### src/rtl/ufrm_pkg.sv
// ----------------------------------------------------------------------------
// ufrm_pkg
// Shared types and constants for the UART FIFO register model.
// ----------------------------------------------------------------------------
package ufrm_pkg;

    localparam int FIFO_DEPTH_DEF = 16;

    localparam int CFG_ADDR_W = 3;
    localparam int CFG_DATA_W = 32;
    localparam int BAUD_W     = 16;

    localparam logic [CFG_ADDR_W-3:0] REG_BAUD   = '0;
    localparam logic [BAUD_W-1:0]     BAUD_RESET = 16'd1;

    typedef enum logic [1:0] {
        MODE_LINE_RX   = 2'd0,
        MODE_CPU_READ  = 2'd1,
        MODE_CPU_WRITE = 2'd2,
        MODE_LINE_TX   = 2'd3
    } ufrm_mode_t;

    typedef struct packed {
        logic full;
        logic empty;
        logic not_empty_next;
        logic not_full_next;
    } ufrm_fifo_stat_t;

endpackage

### src/rtl/ufrm_fifo.sv
// ----------------------------------------------------------------------------
// ufrm_fifo
// Byte FIFO with registered head read; one push or one pop per cycle.
// ----------------------------------------------------------------------------
module ufrm_fifo #(
    parameter int DEPTH = ufrm_pkg::FIFO_DEPTH_DEF
) (
    input  logic                    clk,
    input  logic                    rst_n,
    input  logic                    push,
    input  logic                    pop,
    input  logic [7:0]              data,
    output logic [7:0]              head,
    output ufrm_pkg::ufrm_fifo_stat_t stat
);
    import ufrm_pkg::*;

    localparam int PTR_W  = $clog2(DEPTH);
    localparam int FILL_W = $clog2(DEPTH + 1);
    localparam logic [PTR_W-1:0]  PTR_LAST  = PTR_W'(DEPTH - 1);
    localparam logic [FILL_W-1:0] FILL_FULL = FILL_W'(DEPTH);

    logic [7:0]        mem [DEPTH];
    logic [PTR_W-1:0]  rd_ptr_reg, rd_ptr_next;
    logic [PTR_W-1:0]  wr_ptr_reg, wr_ptr_next;
    logic [FILL_W-1:0] fill_reg, fill_next;
    logic [7:0]        head_reg;
    logic              do_push, do_pop;

    assign do_push = push && (fill_reg != FILL_FULL);
    assign do_pop  = pop && (fill_reg != '0);

    always_comb
    begin
        rd_ptr_next = rd_ptr_reg;
        wr_ptr_next = wr_ptr_reg;
        fill_next   = fill_reg;
        if (do_push)
        begin
            wr_ptr_next = (wr_ptr_reg == PTR_LAST) ? '0 : wr_ptr_reg + 1'b1;
            fill_next   = fill_reg + 1'b1;
        end
        if (do_pop)
        begin
            rd_ptr_next = (rd_ptr_reg == PTR_LAST) ? '0 : rd_ptr_reg + 1'b1;
            fill_next   = fill_reg - 1'b1;
        end
    end

    // head tracks the entry at the read pointer; bypass a write into it
    always_ff @(posedge clk)
    begin
        if (do_push)
            mem[wr_ptr_reg] <= data;
        if (do_push && (wr_ptr_reg == rd_ptr_next))
            head_reg <= data;
        else
            head_reg <= mem[rd_ptr_next];
    end

    always_ff @(posedge clk or negedge rst_n)
    begin
        if (!rst_n)
        begin
            rd_ptr_reg <= '0;
            wr_ptr_reg <= '0;
            fill_reg   <= '0;
        end
        else
        begin
            rd_ptr_reg <= rd_ptr_next;
            wr_ptr_reg <= wr_ptr_next;
            fill_reg   <= fill_next;
        end
    end

    assign head                = head_reg;
    assign stat.full           = (fill_reg == FILL_FULL);
    assign stat.empty          = (fill_reg == '0);
    assign stat.not_empty_next = (fill_next != '0);
    assign stat.not_full_next  = (fill_next != FILL_FULL);

endmodule

### src/rtl/ufrm_regs.sv
// ----------------------------------------------------------------------------
// ufrm_regs
// APB configuration register file holding the baud divisor.
// ----------------------------------------------------------------------------
module ufrm_regs (
    input  logic                            clk,
    input  logic                            rst_n,
    input  logic                            psel,
    input  logic                            penable,
    input  logic                            pwrite,
    input  logic [ufrm_pkg::CFG_ADDR_W-1:0] paddr,
    input  logic [ufrm_pkg::CFG_DATA_W-1:0] pwdata,
    output logic [ufrm_pkg::CFG_DATA_W-1:0] prdata,
    output logic                            pready,
    output logic [ufrm_pkg::BAUD_W-1:0]     baud_div
);
    import ufrm_pkg::*;

    logic [BAUD_W-1:0] baud_reg;
    logic              sel_baud;

    assign sel_baud = (paddr[CFG_ADDR_W-1:2] == REG_BAUD);

    always_ff @(posedge clk or negedge rst_n)
    begin
        if (!rst_n)
            baud_reg <= BAUD_RESET;
        else if (psel && penable && pwrite && pready && sel_baud)
            baud_reg <= pwdata[BAUD_W-1:0];
    end

    always_comb
    begin
        if (sel_baud)
            prdata = {{(CFG_DATA_W - BAUD_W){1'b0}}, baud_reg};
        else
            prdata = '0;
    end

    assign pready   = 1'b1;
    assign baud_div = baud_reg;

endmodule

### src/rtl/uart_fifo_register_model_top.sv
// ----------------------------------------------------------------------------
// uart_fifo_register_model_top
// UART register model with receive and transmit byte FIFOs.
//
// Input channel (in_valid / in_stall) carries one operation per item: mode
// selects line receive, CPU read, CPU write or line transmit; data_in is the
// byte pushed. Each item yields exactly one result item on the output
// channel (out_valid / out_stall) with outcome, popped byte and status view.
// Items pass an input register, then the FIFO update logic, into the result
// register, which raises out_valid. One item per cycle is sustained while
// the receiver does not stall. When the receiver stalls, the result register
// holds; the input register still takes an item if it is empty, after which
// in_stall rises.
// Reset clears both FIFOs, the overflow mark and all valids; the baud
// divisor resets to 1. The APB port is to write the divisor only while idle;
// the block does not enforce this. pready is always high.
// ----------------------------------------------------------------------------
module uart_fifo_register_model_top #(
    parameter int FIFO_DEPTH = ufrm_pkg::FIFO_DEPTH_DEF
) (
    input  logic                            clk,
    input  logic                            rst_n,
    input  logic                            in_valid,
    output logic                            in_stall,
    input  logic [1:0]                      mode,
    input  logic [7:0]                      data_in,
    output logic                            out_valid,
    input  logic                            out_stall,
    output logic                            op_failed,
    output logic [7:0]                      byte_out,
    output logic                            rx_ready,
    output logic                            tx_ready,
    output logic                            rx_overflow,
    output logic [7:0]                      data_view,
    output logic [ufrm_pkg::BAUD_W-1:0]     baud_view,
    input  logic                            psel,
    input  logic                            penable,
    input  logic                            pwrite,
    input  logic [ufrm_pkg::CFG_ADDR_W-1:0] paddr,
    input  logic [ufrm_pkg::CFG_DATA_W-1:0] pwdata,
    output logic [ufrm_pkg::CFG_DATA_W-1:0] prdata,
    output logic                            pready
);
    import ufrm_pkg::*;

    logic              in_valid_reg;
    ufrm_mode_t        mode_reg;
    logic [7:0]        data_reg;
    logic              advance;

    logic              out_valid_reg;
    logic              op_failed_reg, op_failed_next;
    logic [7:0]        byte_out_reg, byte_out_next;
    logic              rx_ready_reg;
    logic              tx_ready_reg;
    logic              overflow_reg, overflow_next;
    logic [BAUD_W-1:0] baud_view_reg;

    logic [BAUD_W-1:0] baud_div;
    logic              rx_push, rx_pop, tx_push, tx_pop;
    logic [7:0]        rx_head, tx_head;
    ufrm_fifo_stat_t   rx_stat, tx_stat;
    logic              ok;

    ufrm_regs u_regs (
        .clk      (clk),
        .rst_n    (rst_n),
        .psel     (psel),
        .penable  (penable),
        .pwrite   (pwrite),
        .paddr    (paddr),
        .pwdata   (pwdata),
        .prdata   (prdata),
        .pready   (pready),
        .baud_div (baud_div)
    );

    assign advance  = in_valid_reg && (!out_valid_reg || !out_stall);
    assign in_stall = in_valid_reg && !advance;

    always_ff @(posedge clk or negedge rst_n)
    begin
        if (!rst_n)
            in_valid_reg <= 1'b0;
        else if (!in_stall)
            in_valid_reg <= in_valid;
    end

    always_ff @(posedge clk)
    begin
        if (!in_stall && in_valid)
        begin
            mode_reg <= ufrm_mode_t'(mode);
            data_reg <= data_in;
        end
    end

    assign rx_push = advance && (mode_reg == MODE_LINE_RX);
    assign rx_pop  = advance && (mode_reg == MODE_CPU_READ);
    assign tx_push = advance && (mode_reg == MODE_CPU_WRITE);
    assign tx_pop  = advance && (mode_reg == MODE_LINE_TX);

    ufrm_fifo #(.DEPTH(FIFO_DEPTH)) u_rx_fifo (
        .clk   (clk),
        .rst_n (rst_n),
        .push  (rx_push),
        .pop   (rx_pop),
        .data  (data_reg),
        .head  (rx_head),
        .stat  (rx_stat)
    );

    ufrm_fifo #(.DEPTH(FIFO_DEPTH)) u_tx_fifo (
        .clk   (clk),
        .rst_n (rst_n),
        .push  (tx_push),
        .pop   (tx_pop),
        .data  (data_reg),
        .head  (tx_head),
        .stat  (tx_stat)
    );

    always_comb
    begin
        case (mode_reg)
            MODE_LINE_RX:   ok = !rx_stat.full;
            MODE_CPU_READ:  ok = !rx_stat.empty;
            MODE_CPU_WRITE: ok = !tx_stat.full;
            MODE_LINE_TX:   ok = !tx_stat.empty;
            default:        ok = 1'b0;
        endcase
    end

    always_comb
    begin
        op_failed_next = !ok;
        byte_out_next  = 8'd0;
        if (ok && (mode_reg == MODE_CPU_READ))
            byte_out_next = rx_head;
        else if (ok && (mode_reg == MODE_LINE_TX))
            byte_out_next = tx_head;
        if (ok)
            overflow_next = 1'b0;
        else if (mode_reg == MODE_LINE_RX)
            overflow_next = 1'b1;
        else
            overflow_next = overflow_reg;
    end

    always_ff @(posedge clk or negedge rst_n)
    begin
        if (!rst_n)
        begin
            out_valid_reg <= 1'b0;
            overflow_reg  <= 1'b0;
        end
        else
        begin
            if (advance)
            begin
                out_valid_reg <= 1'b1;
                overflow_reg  <= overflow_next;
            end
            else if (!out_stall)
                out_valid_reg <= 1'b0;
        end
    end

    always_ff @(posedge clk)
    begin
        if (advance)
        begin
            op_failed_reg <= op_failed_next;
            byte_out_reg  <= byte_out_next;
            rx_ready_reg  <= rx_stat.not_empty_next;
            tx_ready_reg  <= tx_stat.not_full_next;
            baud_view_reg <= baud_div;
        end
    end

    assign out_valid   = out_valid_reg;
    assign op_failed   = op_failed_reg;
    assign byte_out    = byte_out_reg;
    assign rx_ready    = rx_ready_reg;
    assign tx_ready    = tx_ready_reg;
    assign rx_overflow = overflow_reg;
    assign data_view   = rx_ready_reg ? rx_head : 8'd0;
    assign baud_view   = baud_view_reg;

    a_adv_gives_result: assert property (@(posedge clk) disable iff (!rst_n)
        advance |=> out_valid)
        else $error("processed item produced no result");

    a_result_from_item: assert property (@(posedge clk) disable iff (!rst_n)
        $rose(out_valid) |-> $past(in_valid_reg))
        else $error("result appeared without a held item");

    a_rx_full_overflow: assert property (@(posedge clk) disable iff (!rst_n)
        rx_push && rx_stat.full |=> rx_overflow && op_failed)
        else $error("receive into full FIFO did not flag overflow");

    a_single_fifo_op: assert property (@(posedge clk) disable iff (!rst_n)
        $countones({rx_push, rx_pop, tx_push, tx_pop}) <= 1)
        else $error("more than one FIFO operation in a cycle");

endmodule
### config.mk
export PLATFORM = sky130hd
export DESIGN_NAME = uart_fifo_register_model_top
export DESIGN_NICKNAME = d
export VERILOG_FILES = /design/src/rtl/ufrm_pkg.sv /design/src/rtl/ufrm_fifo.sv /design/src/rtl/ufrm_regs.sv /design/src/rtl/uart_fifo_register_model_top.sv
export SDC_FILE = /design/constraint.sdc
export NUM_CORES = 1
export LEC_CHECK = 0
export ABC_AREA = 1
export BUFFER_PORTS_ARGS = -buffer_cell sky130_fd_sc_hd__buf_2
export CORE_MARGIN = 4
export CORE_UTILIZATION = 45
export CTS_CLUSTER_DIAMETER = 50
export DETAILED_ROUTE_END_ITERATION = 8
export GPL_TIMING_DRIVEN = 0
export PLACE_DENSITY = 0.61
export REMOVE_ABC_BUFFERS = 1
export SLEW_MARGIN = 20
export SYNTH_ARGS = -nofsm -noshare
export SYNTH_HDL_FRONTEND = slang
export SYNTH_HIERARCHICAL = 1
export SYNTH_SLANG_ARGS = --single-unit
### constraint.sdc
create_clock -name clk -period 2.8 [get_ports clk]
set_input_delay 0.14 -clock clk [delete_from_list [all_inputs] [get_ports clk]]
set_output_delay 0.14 -clock clk [all_outputs]
set_load 0.005 [all_outputs]
==> metrics.yaml <==
global_route:
  antenna_found_initial: 0
  grt_max_degree: 65
  grt_overflow: 0
  grt_usage_pct: 17.2
  first_global_vias: 9049
  grt_pass1_wl_mm: 48.2
floorplan:
  io_pins: 123
  dieArea_um2: 35200
  core_area_um2: 31700
  start_util_pct: 45.8
  dieHeight_um: 188
  row_count: 65
  die_w_um: 188
worst_setup_path:
  timing.critical_path.mode_cell: "nand2_1"
  startpoint_type: "flip-flop"
  rr_endpoint: "u_tx_fifo/mem[2][7]"
  path_delay_family: "simple AND/OR/NAND/NOR gates"
  worstSetupEndpointType: "flip-flop"
  crit_fanout: 8
  r2r_start: "out_valid"
  worstRegToRegCells: 7
  worstPathArrival_ns: 2.86
  crit_chain: "nand2_1 -> nand2_1 -> nor3_1 -> nand2_4 -> inv_2 -> nand2_1 -> nor2_1"
  cp_slowest_cell: "nor2_1"
  critPathKind: "flip-flop to flip-flop"
  critPathMaxStageDelay_ns: 0.64
  required_ns: 2.94
  r2r_slack_ns: 0.08
  crit_buf_inv: 1
route:
  drtAntennaViolNets: 0
  routed_via_density: 5.22
  dr.pass1.iters: 5
  drc: 0
  wl_per_cell_um: 17.6
  num_vias: 9333
  routed_wl_mm: 31.5
  drt_iter0_markers: 725
cells_and_area:
  utilization_pct: 53.1
  finish.instance_area_um2: 16800
  drive_above_1_share_pct: 15.5
  num_antenna_cells: 0
  fillerInstances: 2656
  syn_to_final_growth_pct: 15.8
  nNetsFinal: 1421
  reg_top3: "u_rx_fifo/mem: 128 flops, u_tx_fifo/mem: 128 flops"
timing:
  fin_crit_sh_pct: 97.3
  hold_viol_final: 0
  relSlewSlack_pct: 28.5
  max_freq_mhz: 367
  skew_ns: 0.0147
  setup_viol: 0
  slew_violations: 0
  tns_ns: 0
  fin_crit_ns: 2.72
  rsz0062_at_grt: "true"
  worst_pin_slew_ns: 1.07
placed_design:
  dpl_cell_area_um2: 15200
  place_hpwl_mm: 19.2
  portBuffers: 87
  gp_congestion: 0.800
flow_run:
  cap_violations: 0
logic_synthesis:
  avgSynthCellArea_um2: 11.7
  netlist_area_um2: 14500
  yosysWarningCount: 6
  postSynthCellCount: 1243
clock_network:
  path_clk_slew_ns: 0.06
  root_buffer: "clkbuf_16"
  clk_latency_ns: 0.51
  cts_buffers: 39
  htree_num_levels: 2
  cts_tree: "yes"
  cts_buffer_depth: 3
  cts.sinks: 346
power:
  intPower_w: 0.0103
  p_clk_share_pct: 30.1
  p_seq_share_pct: 43.0
  swShare_pct: 34.4
  cellPowerDensity_nw_per_um2: 936
  p_sw_w: 0.00542
  peakVddDrop_mv: 0.494
  p_leak_nw: 6.42
  p_comb_share_pct: 26.9
worst_hold_path:
  hp-start: "psel"
  hold_path_depth: 5
  hold_path.class: "primary input to flip-flop"
  hold_end: "u_regs/baud_div[0]"
run_status:
  status: "complete, no violations"
==> area by class of cell <==
cell class | count | area (µm²) | area share (%)
Multi-Input combinational cell | 733 | 3680 | 21.9
Sequential cell | 346 | 10100 | 59.9
Clock inverter | 21 | 151 | 0.899
Tap cell | 402 | 503 | 2.99
Clock buffer | 50 | 1060 | 6.29
Inverter | 108 | 413 | 2.45
Timing Repair Buffer | 127 | 938 | 5.57
==> per-layer routing <==
layer / up-vias / global-route usage, % / wire [µm]
met5: - / 0 / 0
met4: 0 / 4.71 / 641
met3: 46 / 3.67 / 1980
met2: 309 / 28.8 / 14900
met1: 4461 / 23.1 / 14000
li1: 4517 / - / -
==> metrics by stage <==
step                      setup WS, ns  hold slack (ns)  total power, W  std cells
after detailed placement       -0.0570            0.203          0.0110       1681
after global placement           -1.65            0.319          0.0108       1676
after global routing            -0.159            0.106          0.0167       1787
final                           0.0764           0.0841          0.0158       1787
after floorplan                 0.0585           -0.156         0.00929       1187
after CTS                       0.0124           0.0688          0.0158       1782
==> layout by cell type, fill, tap and decap left out, types with 9 or more instances in the layout <==
master / n
clkbuf_16: 41
o21ai_0: 135
o211ai_1: 61
edfxtp_1: 293
nor2_1: 218
clkbuf_1: 9
inv_2: 10
dfrtp_1: 44
buf_2: 86
ha_1: 14
dlygate4sd3_1: 29
nand2_1: 123
nor2_2: 16
o21ai_1: 26
inv_1: 95
conb_1: 17
nand3_1: 68
==> how the worst max path moves through the flow <==
stage          slack, ns  startpoint                   end  cells past startpoint
6_report            0.08   out_valid   u_tx_fifo/mem[2][7]                      7
5_1_grt            -0.16   out_valid   u_tx_fifo/mem[2][4]                      7
4_1_cts             0.01   out_valid  u_tx_fifo/mem[12][0]                      7
3_5_place_dp       -0.06   flip-flop           byte_out[3]                     10
3_3_place_gp       -1.65   flip-flop           byte_out[3]                      9
2_1_floorplan       0.06   flip-flop           byte_out[0]                      9
==> power by group through the flow <==
stage	clock [W]	sequential, W	combinational, W
after detailed placement	0	0.00697	0.00398
after global placement	0	0.00717	0.00364
final	0.00474	0.00678	0.00424
after global routing	0.00509	0.00686	0.00475
after floorplan	0	0.00681	0.00248
after CTS	0.00485	0.00682	0.00413
==> worst reg2reg max path, cell delays in order (launching register included) <==
cell and delay (ns):
dfrtp_1 0.40, nand2_1 0.12, nand2_1 0.14, nor3_1 0.58, nand2_4 0.18, inv_2 0.16
nand2_1 0.15, nor2_1 0.64
==> repair_timing <==
action                     CTS  global route
hold endpoints to repair    72             0
setup buffers                1             1
hold buffers                29             0
setup endpoints to repair    9           126
resized for setup            2            13
Power figures use the tool's default switching activity.
